`src/hdl/psf_queue.sv`:
```
`default_nettype none
// ============================================================================
// psf_queue
// Small register FIFO that decouples two sides of the block.
// ============================================================================
module psf_queue #(
    parameter int unsigned W     = 8,
    parameter int unsigned DEPTH = 2
) (
    input  wire logic         clk,
    input  wire logic         rst_n,
    input  wire logic         push,
    input  wire logic [W-1:0] din,
    output logic              full,
    input  wire logic         pop,
    output logic [W-1:0]      dout,
    output logic              empty
);
    localparam int unsigned PW = (DEPTH > 1) ? $clog2(DEPTH) : 1;
    localparam int unsigned CW = $clog2(DEPTH + 1);
    localparam logic [PW-1:0] LAST_PTR = PW'(DEPTH - 1);

    logic [W-1:0]  mem_reg [DEPTH];
    logic [PW-1:0] wr_ptr_reg, wr_ptr_next;
    logic [PW-1:0] rd_ptr_reg, rd_ptr_next;
    logic [CW-1:0] count_reg, count_next;
    logic          do_push, do_pop;

    assign full    = (count_reg == CW'(DEPTH));
    assign empty   = (count_reg == '0);
    assign do_push = push && !full;
    assign do_pop  = pop && !empty;
    assign dout    = mem_reg[rd_ptr_reg];

    always_comb
    begin
        wr_ptr_next = wr_ptr_reg;
        rd_ptr_next = rd_ptr_reg;
        count_next  = count_reg;
        if (do_push)
        begin
            wr_ptr_next = (wr_ptr_reg == LAST_PTR) ? '0 : wr_ptr_reg + 1'b1;
        end
        if (do_pop)
        begin
            rd_ptr_next = (rd_ptr_reg == LAST_PTR) ? '0 : rd_ptr_reg + 1'b1;
        end
        if (do_push && !do_pop)
        begin
            count_next = count_reg + 1'b1;
        end
        else if (do_pop && !do_push)
        begin
            count_next = count_reg - 1'b1;
        end
    end

    always_ff @(posedge clk or negedge rst_n)
    begin
        if (!rst_n)
        begin
            wr_ptr_reg <= '0;
            rd_ptr_reg <= '0;
            count_reg  <= '0;
        end
        else
        begin
            wr_ptr_reg <= wr_ptr_next;
            rd_ptr_reg <= rd_ptr_next;
            count_reg  <= count_next;
        end
    end

    // Payload storage, no reset
    always_ff @(posedge clk)
    begin
        if (do_push)
        begin
            mem_reg[wr_ptr_reg] <= din;
        end
    end

endmodule
`default_nettype wire

```
`config.mk`:
```
export PLATFORM = sky130hd
export DESIGN_NAME = psf_queue
export DESIGN_NICKNAME = d
export VERILOG_FILES = /design/src/hdl/psf_queue.sv
export SDC_FILE = /design/constraint.sdc
export NUM_CORES = 1
export LEC_CHECK = 0
export BUFFER_PORTS_ARGS = -buffer_cell sky130_fd_sc_hd__buf_4
export CORE_MARGIN = 1
export CORE_UTILIZATION = 44
export DETAILED_ROUTE_END_ITERATION = 8
export GPL_TIMING_DRIVEN = 0
export PLACE_DENSITY = 0.72
export SYNTH_ARGS = -nofsm -noshare
export SYNTH_HDL_FRONTEND = slang
export SYNTH_SLANG_ARGS = --single-unit
export TNS_END_PERCENT = 30
```
`constraint.sdc`:
```
create_clock -name clk -period 1.4 [get_ports clk]
set_clock_uncertainty 0.1 [all_clocks]
set_input_delay 0.14 -clock clk [delete_from_list [all_inputs] [get_ports clk]]
set_output_delay 0.14 -clock clk [all_outputs]
set_load 0.05 [all_outputs]
```
==> impl_metrics.tcl <==
set metrics [dict create \
    yosysUniqueCellTypes 15 \
    synth_area_um2 782 \
    area_delta_synth_final_pct 54.6 \
    wl_per_cell_um 14.3 \
    die_h_um 44.2 \
    synth_simple_gate_area_frac 0.0384 \
    p_seq_frac 0.339 \
    drive_above_1_share 0.543 \
    startpoint "rd_ptr_reg" \
    clk_pin_slew_ps 100 \
    synth_nets 57 \
    cap_violations 0 \
    p_sw_frac 0.403 \
    die_x_um 44.2 \
    io_pins 22 \
    largest_reg_flops 16 \
    muxShareOfSynthArea 0.115 \
    worst_slew_pin_slew_ps 250 \
    grt_pass1_wl_mm 2.24 \
    tritoncts "yes" \
    synth_warnings 0 \
    power_mw 2.77 \
    synth_compound_area_frac 0.00640 \
    post-route-worst-setup-slack_ps -133 \
    arrival_ps 1290 \
    hold_class "in -> reg" \
    drtIter0Drc 16 \
    peakVddDrop_mv 1.92 \
    grt.total_usage 0.163 \
    viasPerCell 5.03 \
    finalSetupViolCount 9 \
    cp.required_ps 1160 \
    synthCells 44 \
    clock_path_buffers 2 \
    critPathKind "reg -> out" \
    fill_cells 99 \
    dr.pass1.iters 6 \
    power.net_switching_mw 1.12 \
    ys_ff_latch 20 \
    grt_pass1_vias 531 \
    r2r_start "count_reg[0]" \
    cellPowerDensity_nw_per_um2 2290 \
    cts_buffers 3 \
    fp-row-count 14 \
    outcome "complete, but fails checks" \
    clk_latency_ps 290 \
    root_buffer "clkbuf_4" \
    internal_power_mw 1.65 \
    wirelength_mm 1.38 \
    h-tree-depth 1 \
    synth_top_cell_by_area "edfxtp_1" \
    final.min_clock_period_ps 1530 \
    fin_crit_sh 1.10 \
    finalNetCount 95 \
    hold_viol_final 0 \
    dpl.hpwl_um 827 \
    finalMaxSlewViolations 0 \
    syn_area_per_cell_um2 17.8 \
    gr-total-overflow 0 \
    relSlewSlack 0.833 \
    diodes 0 \
    final_cell_mix "edfxtp_1, buf_4, buf_6, dlygate4sd3_1, mux2_4" \
    end_kind "output port" \
    synth.top_cell.area_share 0.614 \
    initial_core_util 0.496 \
    dieArea_um2 1950 \
    synthAdderAreaFrac 0.0160 \
    synth.area.top_cells "edfxtp_1, dfrtp_1, mux2_1" \
    route.detailed.drc 0 \
    grt_max_degree 12 \
    synth_xor_area_frac 0.0656 \
    clock-sinks 20 \
    violations "setup timing" \
    vias 488 \
    preCtsSetupSlack_ps -183 \
    final_common_cell "edfxtp_1" \
    core_um2 1580 \
    final_antenna_net_count 0 \
    clkPwrFrac 0.095 \
    hold_start "pop" \
    fmax_ghz 0.652 \
    antenna_found_initial 0 \
    synth_top_family_by_area "multiplexers" \
    combPwrFrac 0.566 \
    rsz0062_at_grt "true" \
    gp_congestion 0.621 \
    seq_area_frac_synth 0.742 \
    port-buffer-count 21 \
    cp_max_fo 4 \
    critPathLaunchType "register" \
    power_leakage_nw 0.522 \
]
path summary, 6_finish.rpt:
| check | end | slack, ps | cells after the start |
|---|---|---|---|
| worst max-delay path | dout[7] | -130 | 3 |
| worst min-delay path | rd_ptr_reg | 30 | 3 |
| worst max register to register | count_reg[1] | -70 | 6 |
| worst min register to register | count_reg[1] | 450 | 1 |
| max in group asynchronous | count_reg[1] | 1010 | 2 |
| min in group asynchronous | wr_ptr_reg | 70 | 2 |
area by class of cell:
type	instances	area (µm²)	area share
flip-flops and latches	20	582	0.481
clock inverters	1	3.75	0.00311
plain buffers	1	11.3	0.00932
clock buffers	3	22.5	0.0186
inverters	2	7.51	0.00621
multi-input cells	21	246	0.204
well taps	16	20.0	0.0166
repair buffers	33	315	0.261
cell usage after synthesis:
| library cell | count |
|---|---|
| xnor2_1 | 2 |
| mux2_1 | 6 |
| dfrtp_1 | 4 |
| mux2_2 | 2 |
| edfxtp_1 | 16 |
| and3_1 | 1 |
| nor2_1 | 3 |
| nand2_2 | 1 |
| xor2_1 | 2 |
| nand2b_1 | 1 |
| o21ai_1 | 1 |
| xnor2_2 | 1 |
| buf_2 | 1 |
| inv_1 | 2 |
| ha_1 | 1 |
routing by layer:
layer / vias up / GRT usage / wire length [µm]
met5: - / 0 / 0
met4: 0 / 0.0970 / 35
met3: 4 / 0.0245 / 52
met2: 16 / 0.282 / 754
met1: 234 / 0.191 / 541
li1: 234 / - / -
power by group through the flow:
stage	logic, mW	registers (mW)	clock network [mW]
2_1_floorplan	0.883	0.908	0
3_3_place_gp	1.17	0.920	0
3_5_place_dp	1.18	0.927	0
4_1_cts	1.50	0.927	0.271
5_1_grt	1.64	0.956	0.293
6_report	1.57	0.938	0.262
metrics by stage:
stage / util / std cells / TNS, ps / hold WS [ps] / area, µm²
after global placement: 0.610 / 81 / -1800 / -160 / 962
after detailed placement: 0.610 / 81 / -2340 / -158 / 962
after global routing: 0.767 / 97 / -1520 / 19.9 / 1210
after floorplan: - / 44 / -76.0 / -256 / 785
final: 0.767 / 97 / -1110 / 26.1 / 1210
after CTS: 0.747 / 97 / -1220 / 56.5 / 1180
critical path, stage by stage (launching register included):
cell and delay (ps):
dfrtp_1 410, buf_6 140, mux2_4 300, buf_8 150
kinds of logic after synthesis:
| kind of cell | Yosys count |
|---|---|
| AND/OR/NAND/NOR | 6 |
| buffers and inverters | 3 |
| XOR/XNOR | 5 |
| multiplexers | 8 |
| adder cells (fa/ha/maj) | 1 |
| flip-flops | 20 |
| AO/OA/AOI/OAI | 1 |
repair_timing:
action,4_1_cts,5_1_grt
setup buffers,2,0
setup endpoints to repair,27,11
gates cloned,1,0
hold buffers,9,0
resized for setup,21,9
hold endpoints to repair,20,0
pin swaps,1,0
Note: power is estimated with default switching activity, not from simulation.
