**src/hdl/psf_pkg.sv**
```systemverilog
`default_nettype none
// ============================================================================
// psf_pkg
// Shared types and codes of the pair sum finder.
// ============================================================================
package psf_pkg;

    // Fixed widths of the result fields
    localparam int unsigned STATUS_W    = 2;
    localparam int unsigned INDEX_OUT_W = 10;

    // Slot tag width; tag zero marks a slot as empty after a clearing pass
    localparam int unsigned EPOCH_BITS  = 8;

    // Configuration register indexes
    localparam int unsigned REG_TARGET_SUM = 0;

    typedef enum logic [STATUS_W-1:0] {
        ST_FOUND    = 2'd0,
        ST_NONE     = 2'd1,
        ST_OVERFLOW = 2'd2
    } status_t;

    typedef struct packed {
        status_t                  status;
        logic [INDEX_OUT_W-1:0]   earlier;
        logic [INDEX_OUT_W-1:0]   later;
    } result_t;

    typedef struct packed {
        logic first;
        logic last;
        logic comp_ok;
    } cmd_flags_t;

    typedef enum logic [1:0] {
        BK_SWEEP,
        BK_IDLE,
        BK_LOOKUP,
        BK_INSERT
    } back_state_t;

endpackage
`default_nettype wire

```
**src/hdl/psf_front.sv**
```systemverilog
`default_nettype none
// ============================================================================
// psf_front
// Accepts elements, forms the exact complement and classifies the item.
// ============================================================================
module psf_front
    import psf_pkg::*;
#(
    parameter int unsigned VALUE_BITS = 32,
    localparam int unsigned CMD_W     = 2 * VALUE_BITS + $bits(cmd_flags_t)
) (
    input  wire logic                  push,
    input  wire logic [VALUE_BITS-1:0] value,
    input  wire logic                  first,
    input  wire logic                  last,
    input  wire logic [VALUE_BITS-1:0] target_sum,
    input  wire logic                  hold,
    input  wire logic                  cmd_full,
    output logic                       full,
    output logic                       cmd_push,
    output logic [CMD_W-1:0]           cmd
);
    logic [VALUE_BITS:0] a_ext;
    logic [VALUE_BITS:0] b_ext;
    logic [VALUE_BITS:0] diff;
    cmd_flags_t          flags;

    assign full     = cmd_full || hold;
    assign cmd_push = push && !full;

    // Difference in one extra bit is exact; it fits when the top two bits agree
    assign a_ext = {target_sum[VALUE_BITS-1], target_sum};
    assign b_ext = {value[VALUE_BITS-1], value};
    assign diff  = a_ext - b_ext;

    assign flags.first   = first;
    assign flags.last    = last;
    assign flags.comp_ok = (diff[VALUE_BITS] == diff[VALUE_BITS-1]);

    assign cmd = {flags, diff[VALUE_BITS-1:0], value};

endmodule
`default_nettype wire

```
**config.mk**
```make
export PLATFORM = sky130hd
export DESIGN_NAME = psf_front
export DESIGN_NICKNAME = d
export VERILOG_FILES = /design/src/hdl/psf_pkg.sv /design/src/hdl/psf_front.sv
export SDC_FILE = /design/constraint.sdc
export NUM_CORES = 1
export LEC_CHECK = 0
export ABC_AREA = 1
export BUFFER_PORTS_ARGS = -buffer_cell sky130_fd_sc_hd__buf_2
export CAP_MARGIN = 20
export CORE_ASPECT_RATIO = 1.2
export CORE_MARGIN = 10
export CORE_UTILIZATION = 43
export DETAILED_ROUTE_END_ITERATION = 6
export GPL_TIMING_DRIVEN = 0
export PLACE_DENSITY_LB_ADDON = 0.08
export SYNTH_ARGS = -nofsm -noshare
export SYNTH_HDL_FRONTEND = slang
export SYNTH_SLANG_ARGS = --single-unit
export TNS_END_PERCENT = 5
```
**constraint.sdc**
```tcl
create_clock -name vclk -period 1.88
set_input_delay 0.188 -clock vclk [all_inputs]
set_output_delay 0.188 -clock vclk [all_outputs]
set_load 0.005 [all_outputs]
```
==> flow_summary.json, run 1 <==
{
  "holdPathEnd": "cmd[65]",
  "cp_top_family": "buffers and inverters",
  "synthTopCellsByCount": "nand2_1, inv_1, nor2_1",
  "cpMaxStageDelayCell": "ha_1",
  "p_comb_share_pct": 100.0,
  "violations": "negative setup slack",
  "start_util_pct": 44.8,
  "cpPeakStageDelay_ns": 0.34,
  "synth_top_area_share_pct": 20.1,
  "synth-compound-area-share_pct": 13.8,
  "hpwlAfterDp_um": 7660,
  "rsz0062_at_grt": "yes",
  "drt_wl_total_um": 8650,
  "total_power_mw": 1.21,
  "final_util_pct": 63.7,
  "viasPerCell": 4.55,
  "syn_area_sq_um": 2560,
  "fmax_ghz": 0.485,
  "yosysWarningCount": 0,
  "die_w_um": 90.4,
  "crit_type": "in2out",
  "multi_input_area_sq_um": 2160,
  "p_int_mw": 0.548,
  "io_pins": 138,
  "num-clock-buffers": 0,
  "wl_per_cell_um": 12.4,
  "power_density_nw_per_um2": 334,
  "synthAdderAreaFrac_pct": 16.4,
  "worst_hold_path.num_cells": 2,
  "min_period_over_period_pct": 110,
  "critPathArrivalTime_ns": 1.87,
  "synth_fp_nets": 577,
  "die_h_um": 105,
  "synth_area_per_cell_sq_um": 5.39,
  "synth_area_leaders": "nand2_1, ha_1, inv_1",
  "synth_xor_area_share_pct": 7.87,
  "clock_power_share_pct": 0,
  "start_kind": "input port",
  "synth.most_common_cell": "nand2_1",
  "status": "complete, but fails checks",
  "synthSimpleGateAreaFrac_pct": 37.7,
  "synth_cells": 475,
  "seq_power_share_pct": 0,
  "yosysUniqueCellTypes": 27,
  "antenna_left": 0,
  "seqCellArea_sq_um": 0,
  "layout_setup_ws_ns": -0.182,
  "yosysTopAreaCell": "nand2_1",
  "sequential_cell_total": 0,
  "min_period_ns": 2.06,
  "die_area_sq_um": 9450,
  "vias": 3181,
  "tightest_slew_ns": 0.310,
  "holdBufCountCts": 0,
  "core_region_area_sq_um": 5710,
  "nNetsFinal": 723,
  "io_buffers": 136,
  "p_leak_nw": 2.19,
  "synthToLayoutAreaGrowth_pct": 42.1,
  "synth_mux_area_share_pct": 0,
  "dr.first_iter.drc_count": 67,
  "swShare_pct": 54.9,
  "crit_path_end_kind": "output port",
  "p_sw_mw": 0.666,
  "hold_viol_final": 0,
  "synth_seq_area_share_pct": 0,
  "gr-total-overflow": 0,
  "drive_gt1_share_pct": 40.7,
  "n_antenna_cell": 0,
  "min_from": "last",
  "grt_pass1_wl_um": 13600,
  "synth_top_family_by_area": "simple AND/OR/NAND/NOR gates",
  "worstHoldPathType": "in2out",
  "drc": 0,
  "grt_use_total_pct": 16.2,
  "cp_max_fo": 4,
  "dr.pass1.iters": 4,
  "relSlewSlack_pct": 79.3,
  "rows": 30,
  "cap_violations": 0,
  "cp.buffers_inverters": 6,
  "drv_slew": 0,
  "peakVddDrop_uv": 175,
  "grt_max_degree": 7,
  "required_ns": 1.69,
  "fill_cells": 593,
  "cp_cell_sequence": "buf_2 > inv_1 > ha_1 > nand2_1 > inv_1 > a21oi_2 > nand2_4 > buf_4 > a21oi_4 > inv_1 > nand2_1 > a21o_1 > nand2_1 > buf_2",
  "gp_congestion": 0.921,
  "finalSetupViolCount": 15,
  "antenna_found_initial": 0,
  "grt_pass1_vias": 3208
}
## how the worst max path moves through the flow
stage / start / end / slack (ns) / cells past startpoint
2_1_floorplan: target_sum[0] / cmd[64] / 0.05 / 17
3_3_place_gp: value[0] / cmd[64] / -0.35 / 18
3_5_place_dp: value[0] / cmd[64] / -0.40 / 18
4_1_cts: target_sum[0] / cmd[64] / -0.15 / 19
5_1_grt: value[0] / cmd[64] / -0.31 / 18
6_report: value[7] / cmd[60] / -0.18 / 14
## power by group through the flow
stage | Sequential, mW | Clock [mW] | Combinational, mW
global route | 0 | 0 | 1.35
global placement | 0 | 0 | 1.10
floorplan | 0 | 0 | 0.691
finish | 0 | 0 | 1.21
detailed placement | 0 | 0 | 1.11
CTS | 0 | 0 | 1.17
## metal layers
layer / part of all wire (%) / up-vias / track usage [%]
met5: 0 / - / 0
met4: 1.4 / 0 / 2.39
met3: 4.6 / 10 / 2.45
met2: 53 / 85 / 33.1
met1: 41 / 1367 / 17.0
li1: - / 1719 / -
## per-stage QoR
step / TNS (ns) / worst slack, ns / cell area (sq um) / instances / hold WS (ns)
global placement: -3.02 / -0.349 / 3340 / 691 / 0.548
CTS: -1.20 / -0.146 / 3500 / 696 / 0.547
finish: -1.22 / -0.182 / 3640 / 699 / 0.545
detailed placement: -3.23 / -0.399 / 3340 / 691 / 0.548
global route: -3.88 / -0.308 / 3640 / 699 / 0.553
floorplan: 0 / 0.0516 / 2560 / 475 / 0.447
## placed cells by master, fill, tap and decap left out, types with 2 or more instances in the layout
| master | synthesis | final |
|---|---|---|
| o21ai_1 | 4 | 2 |
| ha_2 | 0 | 8 |
| a21oi_2 | 5 | 10 |
| inv_2 | 4 | 5 |
| nand2_4 | 0 | 4 |
| nand2_1 | 137 | 131 |
| nor3_1 | 6 | 4 |
| buf_4 | 34 | 42 |
| nor2_1 | 46 | 39 |
| a21oi_1 | 31 | 23 |
| nand2_2 | 13 | 15 |
| o21ai_2 | 3 | 5 |
| buf_2 | 0 | 134 |
| nor2_2 | 2 | 8 |
| a21oi_4 | 0 | 3 |
| o21bai_1 | 6 | 6 |
| xor2_1 | 16 | 16 |
| nand4_1 | 2 | 2 |
| a21o_1 | 3 | 3 |
| o21ai_0 | 2 | 2 |
| xnor2_1 | 7 | 7 |
| ha_4 | 0 | 5 |
| nor3_2 | 3 | 5 |
| o21a_1 | 3 | 3 |
| nand3_1 | 18 | 17 |
| inv_1 | 93 | 91 |
| ha_1 | 32 | 19 |
## cells by family after synthesis
logic type	count (synthesis)
xor+xnor	23
simple gates	230
compound gates	58
buf+inv	131
fa+ha+maj	33
## repair_timing
action	4_1_cts	5_1_grt
pin swaps	7	7
resized for setup	29	28
setup buffers	5	3
setup endpoints to repair	21	24
## cell type report
cell class	instances	area share, %
Buffer	34	7.02
Inverter	97	10.1
Multi-Input combinational cell	344	59.3
Tap cell	80	2.75
Timing Repair Buffer	144	20.8
Note: power is estimated with default switching activity, not from simulation.
==> inputs of run 2 (changes only) <==
Settings changed: CORE_UTILIZATION 43 to 48, SETUP_SLACK_MARGIN from default to 0.1.
Clock period 1.88 ns to 1.9 ns, I/O delays scaled along.
==> run 2 against run 1 <==
Compared with the run above:
- utilization grew 7.6 points
- flip-flop and latch count is the same
- final cell count shrank 2.1%
- design area grew 2.4%
- die area shrank 8.3%
- clock-buffer cell count is the same
- the flow still finishes with violations (negative setup slack)
- first-iteration DRC count grew 51%
- routed wire length grew 9.2%
- critical path depth shrank 1
- worst hold slack gained 0.0045 ns
==> flow_summary.json, run 2 (same netlist as run 1, synthesis figures left out) <==
{
  "finalSetupTns_ns": -1.38,
  "core_region_area_sq_um": 5230,
  "final_util_pct": 71.3,
  "crit_path_end_kind": "output port",
  "seqCellArea_sq_um": 0,
  "hpwlAfterDp_um": 7770,
  "n_antenna_cell": 0,
  "drt_wl_total_um": 9450,
  "final_cell_mix": "buf_2, nand2_1, inv_1",
  "cp_max_fo": 3,
  "peakVddDrop_uv": 219,
  "grt_max_degree": 7,
  "finalSetupViolCount": 18,
  "violations": "negative setup slack",
  "fin_area_sq_um": 3720,
  "cap_violations": 0,
  "crit_type": "in2out",
  "antenna_left": 0,
  "min_from": "last",
  "multi_input_area_sq_um": 2250,
  "finalNonFillerCells": 684,
  "num-clock-buffers": 0,
  "fill_cells": 487,
  "die_h_um": 100,
  "layout_setup_ws_ns": -0.155,
  "drive_gt1_share_pct": 45.2,
  "gr-total-overflow": 0,
  "wl_per_cell_um": 13.8,
  "place_inst": 673,
  "drv_slew": 0,
  "grt_pass1_wl_um": 14300,
  "p_leak_nw": 2.20,
  "critPathArrivalTime_ns": 1.86,
  "antenna_found_initial": 0,
  "sequential_cell_total": 0,
  "min_period_ns": 2.05,
  "required_ns": 1.71,
  "grt_use_total_pct": 19.1,
  "vias": 3353,
  "viasPerCell": 4.90,
  "dr.pass1.iters": 4,
  "synthToLayoutAreaGrowth_pct": 45.6,
  "die_area_sq_um": 8660,
  "hold_viol_final": 0,
  "dr.first_iter.drc_count": 101,
  "die_w_um": 86.7,
  "grt_pass1_vias": 3400,
  "tightest_slew_ns": 0.298,
  "rsz0062_at_grt": "yes",
  "min_period_over_period_pct": 108,
  "worstHoldPathType": "in2out",
  "io_buffers": 136,
  "gp_congestion": 0.928,
  "rows": 29,
  "cp-startpoint": "value[0]",
  "start_util_pct": 49.0,
  "drc": 0,
  "nNetsFinal": 726,
  "relSlewSlack_pct": 80.1,
  "power_density_nw_per_um2": 340,
  "postPlaceCellArea_sq_um": 3320,
  "status": "complete, but fails checks",
  "final_common_cell": "buf_2",
  "start_kind": "input port",
  "post-place-ws_ns": -0.301,
  "fmax_ghz": 0.487,
  "io_pins": 138
}
==> run 2: changes by cell type in the layout (fill, tap and decap cells not counted), sizes merged <==
| cell | delta |
|---|---|
| buf | +3 |
==> run 2: final timing paths <==
check                 end  slack [ns]  depth (start not counted)
hold / removal    cmd[65]        0.55                          2
setup / recovery  cmd[50]       -0.15                         13
==> run 2: through the flow <==
step	hold WS, ns	total power [mW]
after detailed placement	0.554	1.10
after CTS	0.554	1.15
after global placement	0.552	1.08
after global routing	0.555	1.39
after floorplan	0.451	0.684
final	0.550	1.27
==> run 2: cell type report <==
| cell class | instances | area share, % |
|---|---|---|
| multi-input cells | 344 | 60.3 |
| repair buffers | 147 | 20.9 |
| inverters | 97 | 9.84 |
| plain buffers | 34 | 6.85 |
| well taps | 62 | 2.08 |
==> run 2: what timing repair did <==
action	4_1_cts	5_1_grt
setup buffers	8	3
hold buffers	0	0
setup endpoints to repair	25	27
resized for setup	19	60
pin swaps	4	11
==> run 2: power breakdown <==
part / total (mW) / internal (mW) / switching (mW)
sequential: 0 / 0 / 0
combinational: 1.27 / 0.566 / 0.700
clock: 0 / 0 / 0
total: 1.27 / 0.566 / 0.700
==> run 2: critical path: stages <==
cell and delay (ns):
buf_8 0.10, ha_4 0.16, fa_2 0.38, inv_2 0.08, buf_4 0.10, buf_4 0.09
buf_4 0.09, buf_4 0.09, buf_4 0.09, nand4_1 0.08, nand3_1 0.09, xor2_1 0.19
buf_2 0.15
==> run 2: layer usage <==
layer / vias to the layer above / global-route usage (%) / part of all wire [%]
li1: 1727 / - / -
met4: 0 / 3.25 / 2.0
met5: - / 0 / 0
met1: 1496 / 19.7 / 37
met2: 112 / 39.4 / 56
met3: 18 / 1.86 / 4.4
==> inputs of run 3 (changes only) <==
==> constraint.sdc (replaced) <==
create_clock -name vclk -period 1.9
set_input_delay 0.38 -clock vclk [all_inputs]
set_output_delay 0.38 -clock vclk [all_outputs]
set_load 0.005 [all_outputs]
==> run 3 against run 2 <==
Compared with the run above:
- the run still ends with negative setup slack left
- critical endpoint is now cmd[64]
- design area grew 3.7%
- utilization grew 2.6 points
- critical path depth grew 6
- combinational power grew 6%
- largest power group unchanged
- die area is the same
- maximum frequency shrank 16%
- final cell count shrank 0.73%
- clock-buffer cell count is the same
- power grew 6.2%
==> flow_summary.json, run 3 (same netlist as run 1, synthesis figures left out) <==
{
  "status": "complete, but fails checks",
  "violations": "negative setup slack",
  "drt_wl_total_um": 10300,
  "p_int_mw": 0.599,
  "cap_violations": 0,
  "io_pins": 138,
  "relSlewSlack_pct": 80.0,
  "layout_setup_ws_ns": -0.544,
  "io_buffers": 136,
  "p_leak_nw": 2.20,
  "rows": 29,
  "dr.first_iter.drc_count": 143,
  "tightest_slew_ns": 0.300,
  "core_region_area_sq_um": 5230,
  "die_area_sq_um": 8660,
  "final_common_cell": "buf_2",
  "wl_per_cell_um": 15.1,
  "dr.pass1.iters": 4,
  "min_period_ns": 2.44,
  "start_util_pct": 49.0,
  "power_density_nw_per_um2": 348,
  "seqCellArea_sq_um": 0,
  "drc": 0,
  "synthToLayoutAreaGrowth_pct": 51.0,
  "cpPeakStageDelay_ns": 0.38,
  "grt_pass1_vias": 3481,
  "num-clock-buffers": 0,
  "finalSetupViolCount": 28,
  "cpMaxStageDelayCell": "fa_2",
  "worstHoldPathType": "in2out",
  "vias": 3457,
  "holdBufCountCts": 0,
  "cp_cell_sequence": "buf_8 > inv_12 > ha_4 > fa_2 > inv_2 > nand2_1 > nand2_2 > nand3_2 > nand2_2 > nand2_2 > nand2_4 > nand2_2 > nand2_1 > nand2_1 > nand2_1 > inv_1 > nand2_1 > nand2_1 > buf_2",
  "p_sw_mw": 0.744,
  "crit_path_end_kind": "output port",
  "final_cell_mix": "buf_2, nand2_1, inv_1",
  "rsz0062_at_grt": "yes",
  "crit_type": "in2out",
  "cp_max_fo": 3,
  "antenna_left": 0,
  "critPathMostFrequentCell": "nand2_1",
  "viasPerCell": 5.09,
  "n_antenna_cell": 0,
  "gr-total-overflow": 0,
  "holdWs_ns": 0.929,
  "total_power_mw": 1.34,
  "hold_viol_final": 0,
  "critPathArrivalTime_ns": 2.06,
  "hpwlAfterDp_um": 7860,
  "min_period_over_period_pct": 129,
  "clock_power_share_pct": 0,
  "start_kind": "input port",
  "antenna_found_initial": 0,
  "required_ns": 1.52,
  "fmax_ghz": 0.409,
  "peakVddDrop_uv": 226,
  "finalSetupTns_ns": -10.10,
  "seq_power_share_pct": 0,
  "grt_use_total_pct": 20.5,
  "swShare_pct": 55.4,
  "grt_pass1_wl_um": 15300,
  "nNetsFinal": 721,
  "grt_max_degree": 7,
  "drive_gt1_share_pct": 46.8,
  "gp_congestion": 0.872,
  "final_util_pct": 73.9,
  "die_h_um": 100,
  "die_w_um": 86.7,
  "p_comb_share_pct": 100.0,
  "sequential_cell_total": 0,
  "drv_slew": 0
}
-- run 3: stage by stage --
stage          setup WS (ns)  cells  instance area, sq um
2_1_floorplan         -0.233    475                  2590
3_3_place_gp          -0.709    673                  3340
4_1_cts               -0.495    678                  3640
6_report              -0.544    679                  3860
5_1_grt               -0.658    679                  3860
3_5_place_dp          -0.745    673                  3340
-- run 3: area by class of cell --
type / count / area (sq um)
inverter: 97 / 377
timing repair buffer: 142 / 753
buffer: 34 / 255
fill: 440 / 1360
tap: 62 / 77.6
multi-input combinational: 344 / 2400
-- run 3: layer usage --
metal  part of all wire (%)  GRT usage [%]  vias up
li1                       -              -     1718
met1                     38           21.5     1589
met2                     55           41.8      133
met3                    5.9           2.92       17
met4                    1.5           2.25        0
met5                      0              0        -
-- run 3: power by group through the flow --
stage	clock (mW)	sequential, mW	combinational (mW)
2_1_floorplan	0	0	0.689
3_3_place_gp	0	0	1.09
3_5_place_dp	0	0	1.10
4_1_cts	0	0	1.22
5_1_grt	0	0	1.47
6_report	0	0	1.34
-- run 3: repair_timing --
action / in CTS / in global routing
hold endpoints to repair: 0 / 0
pin swaps: 8 / 9
endpoints found under the setup margin: 32 / 31
buffers inserted: 5 / 1
gates resized for setup: 48 / 50
-- run 3: final timing paths --
kind	from	cells after the start	end
setup / recovery	target_sum[0]	19	cmd[64]
hold / removal	first	2	cmd[66]
-- run 3: critical path, delay by kind of cell --
family	cells	cell delay, ns
adder cells (fa/ha/maj)	2	0.53
AND/OR/NAND/NOR	12	0.81
buffers and inverters	5	0.36
